## config.mk

```make
export PLATFORM = sky130hd
export DESIGN_NAME = periodic_timer_task_scheduler_unit
export DESIGN_NICKNAME = d
export VERILOG_FILES = /design/src/sv/ptts_pkg.sv /design/src/sv/periodic_timer_task_scheduler_unit.sv /design/src/sv/ptts_ctrl.sv /design/src/sv/ptts_dp.sv
export SDC_FILE = /design/constraint.sdc
export NUM_CORES = 1
export LEC_CHECK = 0
export BUFFER_PORTS_ARGS = -buffer_cell sky130_fd_sc_hd__buf_2
export CAP_MARGIN = 20
export CORE_ASPECT_RATIO = 0.6
export CORE_MARGIN = 2
export CORE_UTILIZATION = 30
export CTS_CLUSTER_SIZE = 12
export DETAILED_ROUTE_END_ITERATION = 8
export HOLD_SLACK_MARGIN = 0.08
export PLACE_DENSITY = 0.43
export REMOVE_ABC_BUFFERS = 1
export SYNTH_ARGS = -nofsm -noshare
export SYNTH_HDL_FRONTEND = slang
export SYNTH_HIERARCHICAL = 1
export SYNTH_SLANG_ARGS = --single-unit
```

## constraint.sdc

```tcl
create_clock -name clk -period 12.2 [get_ports clk]
set_clock_uncertainty 0.05 [all_clocks]
set_input_delay 0.61 -clock clk [delete_from_list [all_inputs] [get_ports clk]]
set_output_delay 0.61 -clock clk [all_outputs]
set_load 0.01 [all_outputs]
```

## src/sv/ptts_pkg.sv

```systemverilog
package ptts_pkg;

  localparam int TIME_W = 32;
  localparam int PER_W  = 16;

  typedef enum logic [1:0] {
    ACT_TICK   = 2'd0,
    ACT_SCHED  = 2'd1,
    ACT_CANCEL = 2'd2,
    ACT_NONE   = 2'd3
  } action_t;

  typedef enum logic [1:0] {
    MODE_ONESHOT = 2'd0,
    MODE_FDELAY  = 2'd1,
    MODE_FRATE   = 2'd2,
    MODE_BAD     = 2'd3
  } mode_t;

  typedef enum logic [1:0] {
    KIND_FIRED  = 2'd0,
    KIND_ACCEPT = 2'd1,
    KIND_REJECT = 2'd2,
    KIND_UNUSED = 2'd3
  } kind_t;

  typedef enum logic [1:0] {
    ST_IDLE,
    ST_SCAN,
    ST_FIRE,
    ST_EMIT
  } state_t;

  typedef struct packed {
    logic take;
    logic scan_start;
    logic scan_run;
    logic fire;
  } ptts_cmd_t;

  typedef struct packed {
    logic scan_done;
    logic found;
    logic pend;
    logic last;
  } ptts_sts_t;

endpackage

```

## src/sv/periodic_timer_task_scheduler_unit.sv

```systemverilog
// Timer slot scheduler. Schedule and cancel requests are answered with one
// result offered in the cycle after the transfer. A tick first scans the slot
// table, one slot per cycle through the table's single read port; each firing
// then costs a slot update plus a rescan that also decides whether the result
// is the last one, plus the output transfer. Input is stalled until the last
// result of the current item has been transferred, or until the scan ends for
// a tick with no slot due.
module periodic_timer_task_scheduler_unit import ptts_pkg::*; #(
  parameter int SLOTS     = 16,
  parameter int MAX_FIRES = 64
) (
  input  logic        clk,
  input  logic        rst,
  input  logic        in_valid,
  output logic        in_stall,
  input  logic [1:0]  action,
  input  logic [3:0]  slot,
  input  logic [15:0] delay,
  input  logic [15:0] period,
  input  logic [1:0]  mode,
  input  logic [3:0]  elapsed,
  output logic        out_valid,
  input  logic        out_stall,
  output logic [1:0]  kind,
  output logic [3:0]  fired_slot,
  output logic [31:0] fire_time,
  output logic        last,
  output logic        overflow
);

  ptts_cmd_t cmd;
  ptts_sts_t sts;

  ptts_ctrl u_ctrl (
    .clk       (clk),
    .rst       (rst),
    .in_valid  (in_valid),
    .action    (action),
    .out_stall (out_stall),
    .sts       (sts),
    .cmd       (cmd),
    .in_stall  (in_stall),
    .out_valid (out_valid)
  );

  ptts_dp #(
    .SLOTS     (SLOTS),
    .MAX_FIRES (MAX_FIRES)
  ) u_dp (
    .clk        (clk),
    .rst        (rst),
    .cmd        (cmd),
    .action     (action),
    .slot       (slot),
    .delay      (delay),
    .period     (period),
    .mode       (mode),
    .elapsed    (elapsed),
    .sts        (sts),
    .kind       (kind),
    .fired_slot (fired_slot),
    .fire_time  (fire_time),
    .last       (last),
    .overflow   (overflow)
  );

  a_idle_no_out: assert property (@(posedge clk) disable iff (rst)
    !in_stall |-> !out_valid) else $error("output valid while idle");

  a_ovf_last: assert property (@(posedge clk) disable iff (rst)
    out_valid && overflow |-> last) else $error("overflow without last");

  a_req_last: assert property (@(posedge clk) disable iff (rst)
    out_valid && (kind != KIND_FIRED) |-> last && !overflow)
    else $error("request answer not final");

  a_fire_scan: assert property (@(posedge clk) disable iff (rst)
    cmd.fire |=> cmd.scan_run) else $error("fire not followed by scan");

endmodule

```

## src/sv/ptts_ctrl.sv

```systemverilog
module ptts_ctrl import ptts_pkg::*; (
  input  logic      clk,
  input  logic      rst,
  input  logic      in_valid,
  input  logic [1:0] action,
  input  logic      out_stall,
  input  ptts_sts_t sts,
  output ptts_cmd_t cmd,
  output logic      in_stall,
  output logic      out_valid
);

  state_t state, state_next;

  always_ff @(posedge clk) begin
    if (rst) begin
      state <= ST_IDLE;
    end else begin
      state <= state_next;
    end
  end

  always_comb begin
    state_next = state;
    unique case (state)
      ST_IDLE: begin
        if (in_valid) begin
          unique case (action_t'(action))
            ACT_TICK:              state_next = ST_SCAN;
            ACT_SCHED, ACT_CANCEL: state_next = ST_EMIT;
            default:               state_next = ST_IDLE;
          endcase
        end
      end
      ST_SCAN: begin
        if (sts.scan_done) begin
          priority if (sts.pend) state_next = ST_EMIT;
          else if (sts.found)    state_next = ST_FIRE;
          else                   state_next = ST_IDLE;
        end
      end
      ST_FIRE: state_next = ST_SCAN;
      ST_EMIT: begin
        if (!out_stall) state_next = sts.last ? ST_IDLE : ST_FIRE;
      end
      default: state_next = ST_IDLE;
    endcase
  end

  always_comb begin
    in_stall       = (state != ST_IDLE);
    out_valid      = (state == ST_EMIT);
    cmd.take       = (state == ST_IDLE) && in_valid;
    cmd.scan_start = (cmd.take && (action_t'(action) == ACT_TICK)) || (state == ST_FIRE);
    cmd.scan_run   = (state == ST_SCAN);
    cmd.fire       = (state == ST_FIRE);
  end

endmodule

```

## src/sv/ptts_dp.sv

```systemverilog
module ptts_dp import ptts_pkg::*; #(
  parameter int SLOTS     = 16,
  parameter int MAX_FIRES = 64
) (
  input  logic        clk,
  input  logic        rst,
  input  ptts_cmd_t   cmd,
  input  logic [1:0]  action,
  input  logic [3:0]  slot,
  input  logic [15:0] delay,
  input  logic [15:0] period,
  input  logic [1:0]  mode,
  input  logic [3:0]  elapsed,
  output ptts_sts_t   sts,
  output logic [1:0]  kind,
  output logic [3:0]  fired_slot,
  output logic [31:0] fire_time,
  output logic        last,
  output logic        overflow
);

  localparam int SW = (SLOTS > 1) ? $clog2(SLOTS) : 1;
  localparam int IW = $clog2(SLOTS + 1);
  localparam int CW = $clog2(MAX_FIRES + 1);
  localparam int EW = TIME_W + PER_W + 2;

  logic [EW-1:0] mem [SLOTS];
  logic [EW-1:0] rdata;
  logic          we;
  logic [SW-1:0] waddr;
  logic [EW-1:0] wdata;

  logic [SLOTS-1:0] armed;
  logic [TIME_W-1:0] now;
  logic [IW-1:0] idx;
  logic          ev_valid;
  logic [SW-1:0] ev_idx;
  logic          found;
  logic [SW-1:0] best;
  logic [TIME_W-1:0] best_key;
  logic [TIME_W-1:0] best_due;
  logic [PER_W-1:0]  best_per;
  logic [1:0]        best_mode;
  logic [CW-1:0] cnt;
  logic          pend;
  logic          is_req;
  logic [1:0]    out_kind;
  logic [3:0]    out_slot;
  logic [TIME_W-1:0] out_time;

  logic [SW-1:0] sidx;
  logic          in_range;
  logic          sched_ok;
  logic          cancel_ok;
  logic [TIME_W-1:0] ev_due;
  logic [TIME_W-1:0] ev_diff;
  logic [TIME_W-1:0] ev_key;
  logic          ev_hit;
  logic [TIME_W-1:0] new_due;
  logic          at_cap;

  assign sidx      = SW'(slot);
  assign in_range  = (32'(slot) < SLOTS);
  assign sched_ok  = in_range && (mode_t'(mode) != MODE_BAD) && !armed[sidx]
                     && ((mode_t'(mode) == MODE_ONESHOT) || (period != '0));
  assign cancel_ok = in_range && armed[sidx];

  assign ev_due  = rdata[EW-1 -: TIME_W];
  assign ev_diff = ev_due - now;
  assign ev_key  = ev_diff ^ {1'b1, {(TIME_W-1){1'b0}}};
  assign ev_hit  = ev_valid && armed[ev_idx] && ((ev_diff == '0) || ev_diff[TIME_W-1]);

  assign new_due = (mode_t'(best_mode) == MODE_FDELAY) ? now + TIME_W'(best_per)
                                                       : best_due + TIME_W'(best_per);
  assign at_cap  = (cnt == CW'(MAX_FIRES));

  always_comb begin
    we    = 1'b0;
    waddr = sidx;
    wdata = {now + TIME_W'(delay), period, mode};
    if (cmd.take && (action_t'(action) == ACT_SCHED) && sched_ok) begin
      we = 1'b1;
    end else if (cmd.fire && (mode_t'(best_mode) != MODE_ONESHOT)) begin
      we    = 1'b1;
      waddr = best;
      wdata = {new_due, best_per, best_mode};
    end
  end

  always_ff @(posedge clk) begin
    if (we) mem[waddr] <= wdata;
    rdata <= mem[idx[SW-1:0]];
  end

  always_ff @(posedge clk) begin
    if (rst) begin
      armed <= '0;
    end else if (cmd.take && (action_t'(action) == ACT_SCHED) && sched_ok) begin
      armed[sidx] <= 1'b1;
    end else if (cmd.take && (action_t'(action) == ACT_CANCEL) && cancel_ok) begin
      armed[sidx] <= 1'b0;
    end else if (cmd.fire && (mode_t'(best_mode) == MODE_ONESHOT)) begin
      armed[best] <= 1'b0;
    end
  end

  always_ff @(posedge clk) begin
    if (rst) begin
      now      <= '0;
      idx      <= '0;
      ev_valid <= 1'b0;
      found    <= 1'b0;
      cnt      <= '0;
      pend     <= 1'b0;
      is_req   <= 1'b0;
    end else begin
      if (cmd.take) begin
        unique case (action_t'(action))
          ACT_TICK: begin
            now    <= now + TIME_W'(elapsed);
            cnt    <= '0;
            pend   <= 1'b0;
            is_req <= 1'b0;
          end
          ACT_SCHED: begin
            is_req <= 1'b1;
          end
          ACT_CANCEL: begin
            is_req <= 1'b1;
          end
          default: begin
            is_req <= 1'b0;
          end
        endcase
      end
      if (cmd.fire) begin
        cnt  <= cnt + 1'b1;
        pend <= 1'b1;
      end
      if (cmd.scan_start) begin
        idx      <= '0;
        ev_valid <= 1'b0;
        found    <= 1'b0;
      end else if (cmd.scan_run) begin
        ev_valid <= (idx < IW'(SLOTS));
        if (idx < IW'(SLOTS)) idx <= idx + 1'b1;
        if (ev_hit && (!found || (ev_key < best_key))) found <= 1'b1;
      end
    end
  end

  always_ff @(posedge clk) begin
    ev_idx <= idx[SW-1:0];
    if (cmd.scan_run && ev_hit && (!found || (ev_key < best_key))) begin
      best      <= ev_idx;
      best_key  <= ev_key;
      best_due  <= ev_due;
      best_per  <= rdata[2 +: PER_W];
      best_mode <= rdata[1:0];
    end
    if (cmd.take) begin
      out_slot <= slot;
      out_time <= '0;
      if (action_t'(action) == ACT_SCHED) begin
        out_kind <= sched_ok ? KIND_ACCEPT : KIND_REJECT;
      end else begin
        out_kind <= cancel_ok ? KIND_ACCEPT : KIND_REJECT;
      end
    end else if (cmd.fire) begin
      out_kind <= KIND_FIRED;
      out_slot <= 4'(best);
      out_time <= best_due;
    end
  end

  always_comb begin
    sts.scan_done = cmd.scan_run && (idx == IW'(SLOTS)) && !ev_valid;
    sts.found     = found;
    sts.pend      = pend;
    sts.last      = is_req || !found || at_cap;
  end

  assign kind       = out_kind;
  assign fired_slot = out_slot;
  assign fire_time  = out_time;
  assign last       = sts.last;
  assign overflow   = !is_req && found && at_cap;

endmodule
```

=== After elaboration in Yosys (flattened, before gate mapping) ===
Memories as Yosys holds them, arrays and structs flattened. A register that Yosys moved wholly into a read port is not among the register bits.
Index checks and enable logic that the tools add are counted.

* Add/subtract/negate cells: 7
* Magnitude comparators: 7
* Equal/unequal tests: 12
* Mux-type cells: 42
* Bitwise logic cells: 6
* Reduce and logical (&&, ||, !) cells: 49

{| class="wikitable"
|+ Operators by type and width
! operator !! count
|-
| 50-bit two-way mux || 2
|-
| 32-bit by 16-bit adder with 32-bit output || 3
|-
| 16-bit two-way mux || 3
|-
| 32-bit by 4-bit adder with 32-bit output || 1
|-
| 16-bit bitwise AND || 2
|-
| 32-bit zero test || 1
|-
| 32-bit less-than comparator || 1
|-
| 32-bit two-way mux || 1
|-
| 16-bit inverter || 2
|-
| 32-bit subtractor || 1
|-
| 2-bit two-way mux || 11
|-
| 1-bit logical AND || 21
|-
| 7-bit two-way mux || 3
|-
| 4-bit two-way mux || 4
|-
| 16-bit OR || 1
|-
| 16-bit nonzero test || 1
|-
| 4-bit by 5-bit less-than comparator with 1-bit output (second input constant) || 3
|-
| 1-bit two-way mux || 12
|-
| 1-bit binary-select mux with 4-bit select || 2
|-
| 1-bit demux with 4-bit select || 2
|-
| 4-bit by 1-bit >= comparator with 1-bit output (second input constant) || 2
|-
| 2-bit zero test || 4
|-
| 2-bit inequality test (second input constant) || 4
|-
| 2-bit case mux with 4 select lines || 1
|-
| other kinds (16) || 35
|}

* Register bits after elaboration: 194
* RAM bits: 800
* Input port bits: 48
* Output and inout port bits: 42
* Word-level logic and storage cells: 142
* Memories: 1

{| class="wikitable"
|+ Memory list
! memory !! words !! bits a word !! rd ports !! clocked after memory_dff !! wr ports !! RTL line !! source
|-
| u_dp.mem || 16 || 50 || 1 || 1 || 1 || ptts_dp.sv:27 || <nowiki>logic [EW-1:0] mem [SLOTS];</nowiki>
|}

=== Depth between registers and ports, before layout ===
Gate-level depths: netlist (run 1).

* Depth after elaboration: 9
* Gate-level depth with buffers: 20
* Mapped depth without buffers: 19

=== By module ===
The synthesis (run 1) kept the hierarchy.

{| class="wikitable"
|+ Modules (own cells, without submodules)
! module !! times used !! cells each !! area an instance (um^2) !! sequential area each (um^2)
|-
| ptts_dp || 1 || 2701 || 44187.4 || 29788.6
|-
| ptts_ctrl || 1 || 22 || 193.9 || 40.0
|}

=== Least setup slack after synthesis (run 1) ===
OpenSTA, ideal clock, no wires.

* Kind: register to register
* From: reg u_dp.now[7]
* To: reg u_dp.best[0] (enable)
* Setup time: 0.577 ns
* Data arrival time: 8.075 ns
* Data required time: 11.573 ns
* Path slack: 3.498 ns
* Cell stages (with the launch flop): 20
* Path buffers: 0
* Period minus slack after synthesis: 8.702 ns
* Path through: dfxtp_1 -> inv_1 -> ha_1 -> and3_1 -> and4_1 -> a21bo_2 -> nand3_1 -> or4_1 -> o21a_1 -> xor2_1 -> ha_1 -> a21oi_1 -> nor2b_1 -> o21ai_0 -> nand2b_1 -> a21oi_1 -> o21ai_0 -> a211oi_1 -> o21ai_0 -> a32oi_1

* Cells in the longest elaborated chain, start to end: 6
* Elaborated cells between the ends (all ways): 9
* Those cells by class: add/sub (1); order compare (1); bitwise (1); reduce/logical (6)

{| class="wikitable"
|+ RTL lines
! what !! RTL line !! source
|-
| from (decl) || ptts_dp.sv:34 || <nowiki>logic [TIME_W-1:0] now;</nowiki>
|-
| from (signal assigned) || ptts_dp.sv:120 || <nowiki>now <= now + TIME_W'(elapsed);</nowiki>
|-
| 32-bit subtractor * || ptts_dp.sv:69 || <nowiki>assign ev_diff = ev_due - now;</nowiki>
|-
| net u_dp.ev_diff[25] || ptts_dp.sv:56 || <nowiki>logic [TIME_W-1:0] ev_diff;</nowiki>
|-
| parallel branches: the longest is 4 deep, another holds 32-bit less-than comparator || n/a ||
|-
| 1-bit logical AND * || ptts_dp.sv:154 || <nowiki>if (cmd.scan_run && ev_hit && (!found || (ev_key < best_key))) begin</nowiki>
|-
| to (signal assigned) || ptts_dp.sv:155 || <nowiki>best <= ev_idx;</nowiki>
|-
| to (decl) || ptts_dp.sv:39 || <nowiki>logic [SW-1:0] best;</nowiki>
|}

Mark *: on every way through the listed nets, which the timed path passes.
A chain may end at the register's enable or synchronous reset.

=== Final worst setup path (run 1) ===
* From: reg u_dp.now[7]
* To: reg u_dp.best_per[6] (enable)

* Cells in the longest elaborated chain, start to end: 6
* Elaborated cells between the ends (all ways): 9
* Those cells by class: add/sub (1); order compare (1); bitwise (1); reduce/logical (6)

{| class="wikitable"
|+ RTL lines
! what !! RTL line !! source
|-
| 32-bit subtractor * || ptts_dp.sv:69 ||
|-
| net u_dp.ev_diff[14] || ptts_dp.sv:56 ||
|-
| parallel branches: the longest is 4 deep, another holds 32-bit less-than comparator || n/a ||
|-
| 1-bit logical AND * || ptts_dp.sv:154 ||
|-
| to (signal assigned) || ptts_dp.sv:158 || <nowiki>best_per <= rdata[2 +: PER_W];</nowiki>
|-
| to (decl) || ptts_dp.sv:42 || <nowiki>logic [PER_W-1:0] best_per;</nowiki>
|}

Marked as above.

==> metrics.csv, run 1 <==
stage,metric,value,unit
routing,final wirelength,129000,um
routing,First-pass DRT Iterations,6,
status,outcome,finished clean,
logic_synthesis,post-synth top area share,60.4,%
pwr,leakage,16.3,nW
cells_and_area,Layout Cells excl Fill,4911,
setup_path,Crit path required time,12.49,ns
sta,Fin Setup TNS,0,ns
global_route,met1 GRT Util,25.7,%
routing,Wirelength per Cell,26.3,um
sta,Worst-Margin Slew,1.18,ns
min_path,hold path depth,3,
setup_path,largest fanout on the critical path,46,
cells_and_area,multi-input logic area,13900,um2
clock_tree,CTS Buf Count,105,
sta,fin. max-slew vios,0,
cells_and_area,Storage cell area,29800,um2
floorplan,total die area,151000,um2
clock_tree,total clock sinks,1044,
sta,Final Hold Viols,0,
routing,drt drc,0,
logic_synthesis,Synth Warn #,6,
global_route,met2 Use GR,25.3,%
min_path,HP Class,in2reg,
sta,final setup vio count,0,
logic_synthesis,synth top area cells,"edfxtp_1 (60%), mux4_2 (13%), dfxtp_1 (6.9%)",
logic_synthesis,Avg Inst Size Synth,16.3,um2
placed_design,placed cells,4700,
setup_path,CP Capture Type,register,
setup_path,crit path kind,reg2reg,
clock_tree,post_cts resized,0,
sta,Hold Slack,0.270,ns
logic_synthesis,dominant cell type by area after synthesis,edfxtp_1,
global_route,largest net degree at the start of global routing,109,
floorplan,Core Region,147000,um2
floorplan,Die Ht,302,um
routing,Via density,5.13,
placed_design,Setup WS pre-CTS,5.81,ns
floorplan,die width,501,um
logic_synthesis,prevailing post-synth register cell,edfxtp_1,
routing,Iter 0 DRT Violations,2434,
floorplan,Ports,90,
sta,RSZ-0062 raised after global routing,no,
placed_design,dpl hpwl,79400,um
cells_and_area,final core area utilization,34.5,%
cells_and_area,share of layout cells above drive strength 1,20.8,%
global_route,met3 GRT Util,3.19,%
logic_synthesis,Mapped Area,44400,um2
setup_path,Worst setup SP type,register,
sta,Rel. slew slack,21.6,%
floorplan,num rows,109,
pwr,worst ir drop on vdd,0.103,mV
cells_and_area,Layout Nets,3040,
setup_path,worst r2r path cells,18,
pwr,P per Cell Area,152,nW/um2
clock_tree,CTS Buffer Depth,3,
clock_tree,root buf cell,clkbuf_16,
clock_tree,clk slew on worst S/H paths,0.06,ns
global_route,GRT Overall Usage,17.0,%
sta,FMAX,168,MHz
logic_synthesis,post-synthesis sequential area ratio,67.2,%
global_route,antenna violations before repair,5,
logic_synthesis,asr flop ratio synth,0,%
routing,via count,25200,
global_route,first-pass GRT wire length,184000,um
job,Max-Cap Viols,0,
logic_synthesis,Post-synth EDFFs,892,
logic_synthesis,post-synthesis cell count,2723,
placed_design,Port Buffer Count,89,
sta,Final Cycle Share,48.9,%
global_route,GRT Residual Overflow,0,
logic_synthesis,number of synthesized register bits,1044,
sta,Tmin final,5.96,ns
logic_synthesis,Synth cell types,82,
cells_and_area,Layout area overhead,14.4,%
global_route,busiest layer in global routing,met1,
sta,slack of the critical path,6.24,ns
placed_design,gp weighted congestion,0.867,
routing,DRT antenna net count,0,
clock_tree,Clock Latency Late Sink,0.74,ns
clock_tree,TritonCTS clock tree,built,
floorplan,Initial Util,30.2,%
cells_and_area,fillcell total,14000,
global_route,number of global-route vias before repair,25100,
setup_path,CP Data Arrival Time,6.25,ns
clock_tree,htree depth,3,
-- per-layer routing --
metal | vias to the layer above | part of all wire (%)
li1 | 11000 | -
met1 | 13300 | 49
met2 | 752 | 44
met3 | 153 | 5.0
met4 | 0 | 2.0
met5 | - | 0
-- synthesized netlist by cell type, types with 8 or more instances --
master and n:
a211oi_1 15, a21o_1 32, a21oi_1 114, a31oi_1 15, and3_1 8, buf_1 22
clkbuf_1 79, dfxtp_1 152, edfxtp_1 892, ha_1 106, inv_1 102, mux2i_1 45
mux4_2 260, nand2_1 163, nand2b_1 20, nand3_1 41, nand4_1 20, nor2_1 171
nor2b_1 17, nor3_1 21, nor4_1 15, o21a_1 17, o21ai_0 106, o21bai_1 8
o31ai_1 10, or2_2 13, or3_1 24, xnor2_1 64, xor2_1 39
-- critical path, stage by stage (launching register included) --
cell,delay (ns)
dfxtp_1,0.42
inv_1,0.11
ha_1,0.39
a211o_1,0.33
a21oi_1,0.23
nor4b_1,0.78
nor2_1,0.17
or2_2,0.34
xor2_1,0.24
ha_1,0.29
nand4_1,0.13
nor2_1,0.07
a2111oi_0,0.40
o211ai_1,0.15
o22ai_1,0.17
maj3_1,0.19
o21ai_0,0.14
a32oi_4,0.26
buf_4,0.68
-- cell families after synthesis --
group	synth area share (%)
compound gates	5.27
xor+xnor	2.07
fa+ha+maj	3.19
buf+inv	1.92
flops	67.2
mux	14.3
simple gates	6.00
-- where the power goes --
| part | leakage (nW) | total, mW | internal, mW | switching (mW) |
|---|---|---|---|---|
| Clock | 1.56 | 3.12 | 1.75 | 1.37 |
| Combinational | 5.44 | 0.588 | 0.250 | 0.338 |
| Sequential | 9.31 | 3.99 | 3.94 | 0.0515 |
| Total | 16.3 | 7.70 | 5.93 | 1.76 |
-- layout make-up --
class                      count  share of cell area (%)
inverter                     103                   0.761
clock buffer                 165                    5.75
antenna                        3                  0.0148
timing repair buffer         166                    2.07
tap                         1942                    4.78
clock inverter                26                   0.589
multi-input combinational   1462                    27.3
sequential                  1044                    58.8
-- cell usage in the layout (no fill, tap or decap), types with 21 or more instances in the layout --
cell type | Yosys | final
edfxtp_1 | 892 | 892
mux4_2 | 260 | 260
nand2_1 | 163 | 163
nor2_1 | 171 | 155
dfxtp_1 | 152 | 148
a21oi_1 | 114 | 114
ha_1 | 106 | 106
clkbuf_16 | 0 | 105
o21ai_0 | 106 | 103
inv_1 | 102 | 102
buf_2 | 7 | 90
buf_4 | 4 | 71
xnor2_1 | 64 | 64
clkbuf_1 | 79 | 53
mux2i_1 | 45 | 45
nand3_1 | 41 | 41
xor2_1 | 39 | 39
a21o_1 | 32 | 32
or3_1 | 24 | 24
nor3_1 | 21 | 21
-- repair_timing --
action                                 in CTS  in global routing
setup buffers                               0                  0
hold buffers                                1                  0
endpoints found under the hold margin       1                  0
-- registers in the layout, indices dropped and copies added, names as in the netlist --
| register | count |
|---|---|
| u_dp/ev_idx | 4 |
| u_dp/now | 32 |
| u_dp/rdata | 50 |
| u_dp/best_per | 16 |
| u_dp/mem | 800 |
| u_ctrl/state | 2 |
| u_dp/best | 4 |
| u_dp/fire_time | 32 |
| u_dp/kind | 2 |
| u_dp/best_due | 32 |
| u_dp/is_req | 1 |
| u_dp/fired_slot | 4 |
| u_dp/armed | 16 |
| u_dp/ev_valid | 1 |
| u_dp/cnt | 7 |
| u_dp/idx | 5 |
| u_dp/best_key | 32 |
| u_dp/found | 1 |
| u_dp/pend | 1 |
| u_dp/best_mode | 2 |
-- path summary, 6_finish.rpt --
check | startpoint | to | slack [ns]
min reg2reg | u_dp/rdata[6] | u_dp/best_per[4] | 0.36
max reg2reg | u_dp/now[7] | u_dp/best_per[6] | 6.24
min | slot[2] | u_dp/armed[12] | 0.27
max | u_dp/now[7] | u_dp/best_per[6] | 6.24
-- per-stage QoR --
| stage | power (mW) | cell area, um2 |
|---|---|---|
| 4_1_cts | 7.80 | 50700 |
| 3_3_place_gp | 4.65 | 47400 |
| 3_5_place_dp | 4.66 | 47400 |
| 2_1_floorplan | 4.50 | 43900 |
| 5_1_grt | 8.00 | 50800 |
| 6_report | 7.70 | 50800 |
Note: power is estimated with default switching activity, not from simulation.
==> run 2: changes to the inputs <==
--- a/config.mk
+++ b/config.mk
@@ -13,7 +13,7 @@
 export CTS_CLUSTER_SIZE = 12
 export DETAILED_ROUTE_END_ITERATION = 8
 export HOLD_SLACK_MARGIN = 0.08
-export PLACE_DENSITY = 0.43
+export PLACE_DENSITY = 0.45
 export REMOVE_ABC_BUFFERS = 1
 export SYNTH_ARGS = -nofsm -noshare
 export SYNTH_HDL_FRONTEND = slang
==> constraint.sdc (replaced) <==
create_clock -name clk -period 5.23 [get_ports clk]
set_clock_uncertainty 0.05 [all_clocks]
set_input_delay 0.2615 -clock clk [delete_from_list [all_inputs] [get_ports clk]]
set_output_delay 0.2615 -clock clk [all_outputs]
set_load 0.01 [all_outputs]
==> metrics.csv, run 2 (same netlist as run 1, synthesis figures left out) <==
stage,metric,value,unit,change
job,Max-Cap Viols,0,,unchanged
setup_path,CP Data Arrival Time,5.28,ns,was 6.25 ns
sta,final setup vio count,0,,unchanged
sta,FMAX,203,MHz,was 168 MHz
floorplan,die width,501,um,unchanged
sta,Tmin final,4.92,ns,was 5.96 ns
setup_path,Worst setup SP type,register,,unchanged
global_route,largest net degree at the start of global routing,79,,was 109
clock_tree,CTS Buffer Depth,3,,unchanged
cells_and_area,Layout Nets,3157,,"was 3,040"
min_path,HP Class,in2reg,,unchanged
floorplan,Core Region,147000,um2,unchanged
pwr,worst ir drop on vdd,0.238,mV,was 0.103 mV
floorplan,num rows,109,,unchanged
clock_tree,root buf cell,clkbuf_16,,unchanged
cells_and_area,share of layout cells above drive strength 1,23.4,%,was 20.8%
setup_path,largest fanout on the critical path,18,,was 46
clock_tree,total clock sinks,1044,,unchanged
clock_tree,Clock Latency Late Sink,0.72,ns,was 0.74 ns
floorplan,Ports,90,,unchanged
cells_and_area,top flop regs,"u_dp/mem x800, u_dp/rdata x50",,unchanged
cells_and_area,max FFs per register,800,,unchanged
routing,Via density,5.12,,was 5.13
setup_path,crit path kind,reg2reg,,unchanged
clock_tree,clk slew on worst S/H paths,0.07,ns,was 0.06 ns
sta,Rel. slew slack,31.6,%,was 21.6%
global_route,antenna violations before repair,7,,was 5
placed_design,gp weighted congestion,0.869,,was 0.867
cells_and_area,Biggest register,u_dp/mem,,unchanged
routing,Iter 0 DRT Violations,2551,,"was 2,434"
cells_and_area,most frequent cells in the layout,"edfxtp_1 (892), mux4_2 (260), nand2_1 (163)",,unchanged
setup_path,crit path launch,u_dp/rdata[18],,was u_dp/now[7]
clock_tree,CTS Buf Count,104,,was 105
placed_design,dpl hpwl,83800,um,"was 79,400 um"
placed_design,Port Buffer Count,89,,unchanged
sta,fin. max-slew vios,0,,unchanged
cells_and_area,Layout area overhead,18.0,%,was 14.4%
routing,DRT antenna net count,0,,unchanged
global_route,GRT Overall Usage,17.3,%,was 17.0%
sta,Worst-Margin Slew,1.02,ns,was 1.18 ns
setup_path,Crit path required time,5.58,ns,was 12.49 ns
setup_path,Critical R2R Launch,u_dp/rdata[18],,was u_dp/now[7]
sta,slack of the critical path,0.306,ns,was 6.24 ns
placed_design,Setup WS pre-CTS,0.0552,ns,was 5.81 ns
floorplan,Die Ht,302,um,unchanged
sta,Final Hold Viols,0,,unchanged
clock_tree,htree depth,3,,unchanged
floorplan,Initial Util,30.2,%,unchanged
routing,final wirelength,132000,um,"was 129,000 um"
cells_and_area,"commonest non-fill, non-tap cell in the layout",edfxtp_1,,unchanged
clock_tree,TritonCTS clock tree,built,,unchanged
global_route,number of global-route vias before repair,25600,,"was 25,100"
setup_path,CP Capture Type,register,,unchanged
status,outcome,finished clean,,unchanged
routing,Wirelength per Cell,26.2,um,was 26.3 um
pwr,leakage,17.0,nW,was 16.3 nW
sta,Final Cycle Share,94.1,%,was 48.9%
pwr,P per Cell Area,347,nW/um2,was 152 nW/um2
sta,Fin Setup TNS,0,ns,unchanged
routing,drt drc,0,,unchanged
floorplan,total die area,151000,um2,unchanged
min_path,min-delay src,elapsed[2],,was slot[2]
global_route,first-pass GRT wire length,189000,um,"was 184,000 um"
global_route,GRT Residual Overflow,0,,unchanged
routing,First-pass DRT Iterations,5,,was 6
routing,via count,25800,,"was 25,200"
## run 2: repair_timing
| item | in CTS | in global routing |
|---|---|---|
| hold endpoints to repair | 21 | 0 |
| gates resized for setup | 1 | 8 |
| endpoints found under the setup margin | 5 | 82 |
| hold buffers | 13 | 0 |
| pin swaps | 0 | 1 |
| buffers inserted | 0 | 1 |
## run 2: where the power goes
part           switching (mW)  total [mW]  internal (mW)
Clock                    3.22        7.45           4.23
Sequential              0.115        9.29           9.18
Combinational           0.813        1.45          0.641
## run 2: final cells by class
cell class,count,area (um2)
Timing Repair Buffer,284,2510
Clock inverter,19,314
Clock buffer,176,2990
Antenna cell,1,2.50
Sequential cell,1044,29800
Fill cell,13800,94600
Multi-Input combinational cell,1462,13900
Inverter,103,387
Tap cell,1942,2430
## run 2: stage by stage
stage / util [%] / hold WS [ns] / cells / total power [mW] / instance area, um2
after global placement: 33.2 / 0.347 / 4810 / 10.9 / 48800
after CTS: 35.5 / 0.126 / 5018 / 18.4 / 52200
after global routing: 35.6 / 0.168 / 5031 / 18.9 / 52400
final: 35.6 / 0.161 / 5031 / 18.2 / 52400
after detailed placement: 33.2 / 0.341 / 4810 / 10.9 / 48800
after floorplan: - / 0.274 / 2609 / 10.5 / 43900
## run 2: final timing paths
path / to / slack (ns) / cells past startpoint
worst max-delay path: u_dp/best_due[23] / 0.31 / 21
worst min-delay path: u_dp/now[2] / 0.16 / 6
worst max register to register: u_dp/best_due[23] / 0.31 / 21
worst min register to register: u_dp/best_per[10] / 0.35 / 0
## run 2: routing by layer
metal | part of all wire, % | vias to the layer above | global-route usage [%]
met2 | 43 | 776 | 25.1
met5 | 0.0099 | - | 0
met3 | 5.6 | 152 | 2.90
met1 | 50 | 13600 | 27.0
met4 | 1.6 | 2 | 3.45
li1 | - | 11200 | -
## run 2: worst max-delay path: stages (launching register included)
cell and delay (ns):
dfxtp_1 0.34, inv_1 0.05, ha_1 0.22, fa_1 0.41, nor2b_1 0.18, o21ai_1 0.10, a21bo_2 0.23, a21oi_1 0.31
a221o_1 0.29, xnor2_1 0.17, inv_1 0.10, ha_1 0.27, nand4_1 0.11, nor2_1 0.08, a2111oi_1 0.39, o211ai_1 0.15
o22ai_1 0.17, maj3_1 0.21, o21ai_1 0.11, a32oi_4 0.28, buf_12 0.20, buf_12 0.18
